[config.mk]
export PLATFORM = sky130hd
export DESIGN_NAME = tqpa_ram
export DESIGN_NICKNAME = d
export VERILOG_FILES = /design/src/hdl/tqpa_ram.sv
export SDC_FILE = /design/constraint.sdc
export NUM_CORES = 1
export LEC_CHECK = 0
export BUFFER_PORTS_ARGS = -buffer_cell sky130_fd_sc_hd__buf_2
export CAP_MARGIN = 40
export CORE_MARGIN = 5
export CORE_UTILIZATION = 54
export CTS_CLUSTER_DIAMETER = 200
export DETAILED_ROUTE_END_ITERATION = 16
export PLACE_DENSITY = 0.72
export SLEW_MARGIN = 20
export SYNTH_ARGS = -nofsm -noshare
export SYNTH_HDL_FRONTEND = slang
export SYNTH_SLANG_ARGS = --single-unit
[constraint.sdc]
create_clock -name clk -period 2.6 [get_ports clk]
set_input_delay 0.52 -clock clk [delete_from_list [all_inputs] [get_ports clk]]
set_output_delay 0.52 -clock clk [all_outputs]
set_load 0.03 [all_outputs]
[src/hdl/tqpa_ram.sv]
module tqpa_ram #(
	parameter int WIDTH = 8,
	parameter int DEPTH = 16
) (
	input  logic                     clk,
	input  logic                     we,
	input  logic [$clog2(DEPTH)-1:0] waddr,
	input  logic [WIDTH-1:0]         wdata,
	input  logic [$clog2(DEPTH)-1:0] raddr,
	output logic [WIDTH-1:0]         rdata
);

	logic [WIDTH-1:0] mem_q [DEPTH];
	logic [WIDTH-1:0] rdata_q;

	always_ff @(posedge clk) begin
		if (we) begin
			mem_q[waddr] <= wdata;
		end
		rdata_q <= mem_q[raddr];
	end

	assign rdata = rdata_q;

endmodule

[Yosys cells after proc, flatten, opt, wreduce, memory -nomap -nowiden]
Memories as Yosys holds them, arrays and structs flattened. A register that Yosys moved wholly into a read port is not among the register bits.
Cells that the tools add are included.
Cells by class
  add/subtract/negate cells: 0
  multipliers: 0
  shift-type cells: 0
  bitwise logic cells: 0
  reductions and logical operators: 0
  equal/unequal tests: 0
  multiplexer cells: 2
  div/mod/pow operators: 0
  order comparisons: 0
Operators by type and width (count)
  $mux 1: 2
Storage, ports and cells
  logic and storage cells: 3
  output and inout port bits: 8
  memories kept: 1
  input bits: 18
  RAM bits: 128
  bits in registers: 0
  memory bits (read-only): 0
  latch bits: 0
Memories
  mem_q: words 16, bits a word 8, read ports 1, clocked after memory_dff 1, wr ports 1, RTL line 13  | logic [WIDTH-1:0] mem_q [DEPTH];

[Logic depth before layout (Yosys ltp)]
Gate-level depths: netlist of run 1.
  depth after elaboration: 2
  depth in mapped cells: 5
  gate-level depth less buffers: 3

[Least setup slack after synthesis of run 1]
Ideal clock, no wire load.
  path type: in2reg
  from: input waddr[2]
  to: memory mem_q[0][0], enable pin
  cell stages on the path: 2
  setup slack: 587 ps
  data arrival time: 1630 ps
  buffers on the path: 0
  required time: 2217 ps
  library setup time: 383 ps
  cell sequence: or3b_2 nor3_1
RTL lines
  start: declaration: RTL line 7  | input logic [$clog2(DEPTH)-1:0] waddr,
  end: declaration: RTL line 13
No word-level cell before the write port.

[Worst setup path after layout of run 1]
  from: register rdata_q[5] (netlist: rdata[5]) (read register of mem_q)
  to: output rdata[5]
RTL lines
  start: declaration: RTL line 14  | logic [WIDTH-1:0] rdata_q;
  end: declaration: RTL line 10  | output logic [WIDTH-1:0] rdata
No word-level cell between the ends.

==> results.txt, run 1 <==
- Number of antenna cells inserted: 0
- Worst Path Required: 2080 ps
* Reported net switching power: 1.02 mW
* Die outline height: 108 um
- Fraction of the core area covered by cells at the end of the flow: 0.660
- Post-CTS setup-driven buffer insertion count: 0
* CP max stage cell: sky130_fd_sc_hd__dfxtp_1
- Once detail routing completed, the nets flagged for antenna violations numbered 0.
- Number of buffer and inverter stages on the critical path: 1
* Hold worst-path end: mem_q[12][5]
* Number of setup violations in the final report: 0
* Number of gates given a new drive strength after cts: 0
* Worst hold stages: 1
- Of the cells placed in the final design, the portion with a size suffix greater than 1 is 0.314.
* Total routing usage reported by global routing: 0.193
- For this run, global-route usage on met2 was measured as 0.299.
* Seq/Total Area, Yosys: 0.778
* Clock Tree Buf Depth: 2
- Once detailed placement completed, the half-perimeter wirelength came to 5830 um.
* Number of antenna violations at the first check in global routing: 0
- Buffers placed on the I/O ports in this run total 25.
- GR Util met3: 0.0630
- Ranked by total cell area, the synthesized netlist is headed by sky130_fd_sc_hd__edfxtp_1 75%, sky130_fd_sc_hd__mux4_2 7.9%, sky130_fd_sc_hd__mux4_1 7.1%, sky130_fd_sc_hd__dfxtp_1 3.1%, sky130_fd_sc_hd__a22oi_1 2.3%.
* Number of maximum-capacitance violations: 0
* Count of hold-fix buffers inserted at cts: 0
- The number of nets in the synthesized netlist is 247.
- Count of flip-flops with a built-in enable after synthesis: 128
- For this run, asynchronously set or reset flops after synthesis account for 0.
- On the final layout, the worst clock skew is 15.0 ps.
- Largest area contributor in the netlist: sky130_fd_sc_hd__edfxtp_1
- Counting every instance in the synthesized netlist gives 229.
* DRC viols: 0
* Clk root buf: sky130_fd_sc_hd__clkbuf_8
- Measured in cells, the most critical reg-to-reg path has a length of 3.
- Sw Share: 0.200
- Static timing analysis puts the maximum clock frequency at 0.634 GHz.
- Headroom to the max-slew limit came out at 0.461.
- On the worst path, the slowest cell contributes a delay of 350 ps.
- TritonCTS clock tree: built
- Count of cell types in the netlist: 19
- The worst setup path is captured at an output pin.
- Level count of the clock H-tree: 4
- Width of the chip: 108 um
- The first global-routing pass estimated 15,600 um of wire.
- CTS sink count: 136
- Synth Area per Inst: 22.5 um^2
- The analysis attributes to cell leakage a power of 2.10 nW.
* Total power of the final layout: 5.12 mW
* Result of the run: finished, final reports clean
- The global routing stage identified its most utilized layer as met2.
- Final period util: 0.607
* Worst hold slack across all endpoints: 389 ps
* Routed len/inst: 23.6 um
- Summing all non-filler instances in the final layout gives an area of 0.00612 mm^2.
- The floorplan step defined a core boundary enclosing 0.00928 mm^2.
* Number of pins exceeding their max-slew limit in the final report: 0
- Final critical-path required period: 1580 ps
* Synthesis-stage register bit count: 136
- I/O pin cnt: 26
* Share of Yosys cell area claimed by the top area cell type: 0.747
- After synthesis the cells add up to 0.00515 mm^2.
- The worst setup path is launched from a flip-flop.
- Unrepaired setup endpoints after global routing: false
- The final route contains 2,467 vias.
* Launching point of the worst reg2reg path: mem_q[1][0]
- Number of vias per cell after detailed routing: 5.80
- The critical path goes through buf_2.
- Clock latency on the worst-skew pair, taken at its later pin, is 520 ps.
* Worst hold-check path type: primary input to flip-flop
* Clk network pwr share: 0.469
* Critical Setup Path Class: flip-flop to output pin
- The final-report hold violation count was 0.
- Yosys printed 0 warnings.
- Initial Util: 0.554
* Worst-path maximum fanout: 1
* Sequential fraction of design power: 0.481
* Gate power share: 0.049
* Post-detailed-routing wire length: 10,000 um
* Clock buffer count from CTS: 17
- The placed instances occupy a cell area of 0.00552 mm^2.
* Area growth syn-to-layout: 19.0%
* Row count: 35
- Largest net degree at the start of global routing: 33
* HP Start: wdata[5]
- Across all register-to-register paths, the minimum setup slack is 1190 ps.
* Transition at the pin with the smallest max-transition slack: 807 ps
- The internal portion of the total power is 4.10 mW.
* Global-route met1 utilization: 0.267
- Vias in the first global route: 2,585
* Die area: 0.0116 mm^2
- Before antenna repair, the detailed router went through 4 iterations.
* Pwr/cell area: 837 mW/mm^2
- Reg2Reg Capture Point: rdata[0]
- The final layout contains 301 nets.
* Violation count after the first detailed-route iteration: 175
* RePlAce Congestion: 0.726
- Commonest non-fill, non-tap cell in the layout: sky130_fd_sc_hd__edfxtp_1
* Setup TNS: 0 ps
- Top library cells by usage in the layout, fill and taps aside: 128 x sky130_fd_sc_hd__edfxtp_1, 25 x sky130_fd_sc_hd__buf_2, 18 x sky130_fd_sc_hd__mux4_2, 18 x sky130_fd_sc_hd__buf_4
- For this run the aggregate overflow at the end of global routing stands at 0.
* Cell family contributing the most delay on the critical path: flip-flops
- Most instantiated flip-flop cell in the synthesis netlist: sky130_fd_sc_hd__edfxtp_1
- VDD sags by at most 0.540 mV.
- After clock tree synthesis, the clock-pin slew on the worst setup and hold paths is 60 ps.
- Data on the critical path arrives at its endpoint at 1060 ps.
-- worst reg2reg max path: cells and delay by family, from the launching register on --
kind	cells	cell delay, ps
muxes	1	550
DFF	1	370
AOI/OAI and AO/OA	1	290
and+or+nand+nor	1	80
-- worst max-delay path by stage --
stage	start	endpoint	cells after the start
4_1_cts	rdata[5]	rdata[5]	1
3_5_place_dp	waddr[2]	mem_q[1][4]	4
6_report	rdata[5]	rdata[5]	1
2_1_floorplan	waddr[2]	mem_q[0][0]	2
5_1_grt	rdata[5]	rdata[5]	1
3_3_place_gp	raddr[0]	rdata[1]	5
-- power groups by stage --
stage / sequential, mW / clock [mW] / combinational, mW
after floorplan: 2.54 / 0 / 0.124
after global placement: 2.51 / 0 / 0.246
after CTS: 2.47 / 2.44 / 0.255
after detailed placement: 2.51 / 0 / 0.251
after global routing: 2.47 / 2.56 / 0.273
final: 2.47 / 2.40 / 0.253
-- cell families (layout without fill, tap and decap cells) --
family / Yosys count / after routing / share of synthesized area
AOI/OAI and AO/OA: 16 / 16 / 0.0233
buffers and inverters: 10 / 77 / 0.0168
DFF: 136 / 136 / 0.778
muxes: 32 / 32 / 0.150
and+or+nand+nor: 35 / 35 / 0.0318
-- through the flow --
stage | std cells | setup WS (ps)
floorplan | 229 | 587
finish | 425 | 1020
detailed placement | 393 | 525
CTS | 425 | 998
global route | 425 | 963
global placement | 393 | 565
-- synthesized netlist by cell type (all sizes together), types with 2 or more instances --
cell / n
nor2: 13
buf: 7
nand2b: 2
edfxtp: 128
nor3: 4
a22oi: 16
dfxtp: 8
clkdlybuf4s25: 3
nand3b: 2
mux4: 32
nand2: 9
-- cell type report --
class | instances | area (um^2)
clock buffer | 19 | 422
timing repair buffer | 45 | 300
tap | 129 | 161
multi-input combinational | 83 | 1060
clock inverter | 13 | 179
fill | 641 | 3160
sequential | 136 | 4000
-- routing by layer --
layer / wire, um / vias up
met5: 0 / -
met4: 165 / 0
met3: 607 / 18
met2: 5000 / 96
met1: 4270 / 1273
li1: - / 1080
-- sequential cells by signal (all words and copies together), names as in the netlist --
signal	count
mem_q	128
rdata	8
(Power assumes the default switching activity.)
==> inputs of run 2 (changes only) <==
--- a/config.mk
+++ b/config.mk
@@ -11,7 +11,7 @@
 export CORE_UTILIZATION = 54
 export CTS_CLUSTER_DIAMETER = 200
 export DETAILED_ROUTE_END_ITERATION = 16
-export PLACE_DENSITY = 0.72
+export PLACE_DENSITY = 0.74
 export SLEW_MARGIN = 20
 export SYNTH_ARGS = -nofsm -noshare
 export SYNTH_HDL_FRONTEND = slang
==> constraint.sdc (replaced) <==
create_clock -name clk -period 1.35 [get_ports clk]
set_input_delay 0.27 -clock clk [delete_from_list [all_inputs] [get_ports clk]]
set_output_delay 0.27 -clock clk [all_outputs]
set_load 0.03 [all_outputs]
==> run 2 against run 1 <==
  * The flow now finishes with violations (setup timing)
  * Clock power is 82% higher
  * Sequential cell count unchanged
  * Combinational power grew 110%
  * Cell area grew 2.4%
  * Count of clock-buffer cells in the layout is 2 higher
  * Worst setup slack worse by 1000 ps
  * Highest routed layer unchanged
==> results.txt, run 2 (synthesis results as in run 1) <==
- CTS sink count: 136
- Startpoint kind of the worst setup timing path: flip-flop
- HPWL reported at the end of detailed placement: 6170 um
* Number of setup violations in the final report: 1
- Number of antenna cells inserted: 0
* Area growth syn-to-layout: 21.8%
- STA classifies the critical path endpoint as a flip-flop.
* Fraction of the core area covered by cells at the end of the flow: 0.675
- Across the VDD grid, the largest voltage drop is 0.708 mV.
* Vias in the first global route: 2,554
* Cell family contributing the most delay on the critical path: multiplexers
- Layout cell share with drive strength beyond 1: 0.391
* Reg2Reg Capture Point: rdata[2]
- Crit path DAT: 1760 ps
- After clock tree synthesis, the clock-pin slew on the worst setup and hold paths is 60 ps.
- The number of clock buffers added by TritonCTS is 17.
- First-pass GRT wire length: 14,900 um
- TritonCTS built the clock tree.
- Largest net degree at the start of global routing: 18
- End of the critical path: rdata[2]
- Transition at the pin with the smallest max-transition slack: 659 ps
* Number of maximum-capacitance violations: 0
- Traced cell by cell, the critical path runs through mux4_1, a22oi_1, nand2_2.
- At the end of routability-driven placement, the weighted congestion stood at 0.731.
- Total stage count of the critical path: 3
- For the final routed database, the setup TNS stands at -23.9 ps.
- Number of buffer and inverter stages on the critical path: 0
- Relative max-transition margin: 0.559
- GR Overflow Total: 0
* Number of pins exceeding their max-slew limit in the final report: 0
* Antenna viol nets, final: 0
- The worst register-to-register path has a setup slack of -20 ps.
- Critical Setup Path Class: flip-flop to flip-flop
* Post-CTS setup-driven buffer insertion count: 0
- Data on the critical path is required at its endpoint by 1730 ps.
- I/O pin cnt: 26
* Die outline height: 108 um
- The initial utilization of the core area, before any placement, comes to 0.554.
- Cell count of the worst reg-to-reg path: 3
- Via count of the routed design: 2,441
- The run finished, with violations left.
- The slowest stage of the critical path belongs to the cell sky130_fd_sc_hd__mux4_1.
* Routed len/inst: 21.9 um
* Clk root buf: sky130_fd_sc_hd__clkbuf_8
- PnR worst setup slack: -23.9 ps
* First-pass detailed-route iteration total: 4
- Excluding fillers, the count of instances in the completed layout stands at 433.
- Number of antenna violations at the first check in global routing: 0
- For this run, the slowest stage of the critical path takes 520 ps.
* Layout Skew: 6.62 ps
- Setup WS pre-CTS: -403 ps
- The library cell used most frequently in the layout, excluding fill and tap cells, is sky130_fd_sc_hd__edfxtp_1.
* Largest register by flop count: mem_q
- Number of flip-flops under the largest register name: 128
* Clock latency at the later pin of the worst-skew pair: 520 ps
- In this run the number of H-tree levels came out at 4.
- The smallest clock period supported by the final layout is computed as 1370 ps.
* Static leakage: 2.13 nW
- Failing checks: setup timing
- In the routed layout, each cell is associated on average with a via count of 5.64.
- The die covers 0.0116 mm^2.
- Post-detailed-routing wire length: 9500 um
- Fill cells in the final layout number 609.
- Launching point of the worst reg2reg path: mem_q[9][2]
* Worst-path maximum fanout: 1
- In the routed design, unresolved DRC markers number 0.
* Total routing usage reported by global routing: 0.185
- Row count: 35
- Width of the chip: 108 um
- The final-report hold violation count is 0.
* Worst hold-check path type: primary input to flip-flop
- In the layout the commonest cells are 128 x sky130_fd_sc_hd__edfxtp_1, 25 x sky130_fd_sc_hd__mux4_2, 24 x sky130_fd_sc_hd__buf_2.
- Unrepaired setup endpoints after global routing: true
- Number of nets at the end of the flow: 309
- Tracing the worst setup path back leads to its startpoint at mem_q[9][2].
- Once placement completed, the tool counted placed cells totaling 401.
- Of the available clock period, the critical path in the final layout requires 1.02.
- In this run the power density over the cells is 1540 mW/mm^2.
* Buffers added on ports: 25
* Worst hold slack across all endpoints: 134 ps
* Violation count after the first detailed-route iteration: 170
- For this run, the top clock speed supported by timing is 0.728 GHz.
- Clock Tree Buf Depth: 2
* Placeable core region: 0.00928 mm^2
-- run 2: routing by layer --
layer,GRT usage,wire (um)
met1,0.242,4060
met2,0.293,4680
met3,0.0552,590
met4,0.0730,170
met5,0,0
-- run 2: worst min path at each step --
stage                        to    startpoint  depth (start not counted)
floorplan           mem_q[0][0]      wdata[0]                          0
detailed placement     rdata[3]  mem_q[15][3]                          3
CTS                 mem_q[7][1]      wdata[1]                          1
global placement       rdata[1]  mem_q[12][1]                          3
finish              mem_q[7][1]      wdata[1]                          1
global route        mem_q[5][1]      wdata[1]                          1
-- run 2: worst reg2reg max path: stages (launching register included) --
cell	delay, ps
sky130_fd_sc_hd__edfxtp_1	350
sky130_fd_sc_hd__mux4_1	520
sky130_fd_sc_hd__a22oi_1	260
sky130_fd_sc_hd__nand2_2	110
-- run 2: final cells by class --
class | instances | area (um^2) | area share
timing repair buffer | 53 | 450 | 0.0719
sequential | 136 | 4000 | 0.639
tap | 129 | 161 | 0.0257
clock buffer | 21 | 449 | 0.0717
clock inverter | 11 | 124 | 0.0198
multi-input combinational | 83 | 1080 | 0.172
-- run 2: power by group --
part	internal, mW	switching, mW	total, mW
sequential	4.72	0.0237	4.74
clock	2.72	1.65	4.37
combinational	0.232	0.311	0.542
total	7.68	1.98	9.66
-- run 2: per-stage QoR --
| step | total power [mW] | area, um^2 |
|---|---|---|
| after detailed placement | 5.37 | 5690 |
| after floorplan | 5.14 | 5190 |
| after CTS | 9.72 | 6270 |
| final | 9.66 | 6270 |
| after global routing | 9.99 | 6270 |
| after global placement | 5.35 | 5690 |
-- run 2: repair_timing --
item / in CTS / in global routing
hold endpoints to repair: 0 / 0
hold buffers: 0 / 0
pin swaps: 2 / 0
setup endpoints to repair: 2 / 5
cloned: 0 / 0
resized for setup: 4 / 4
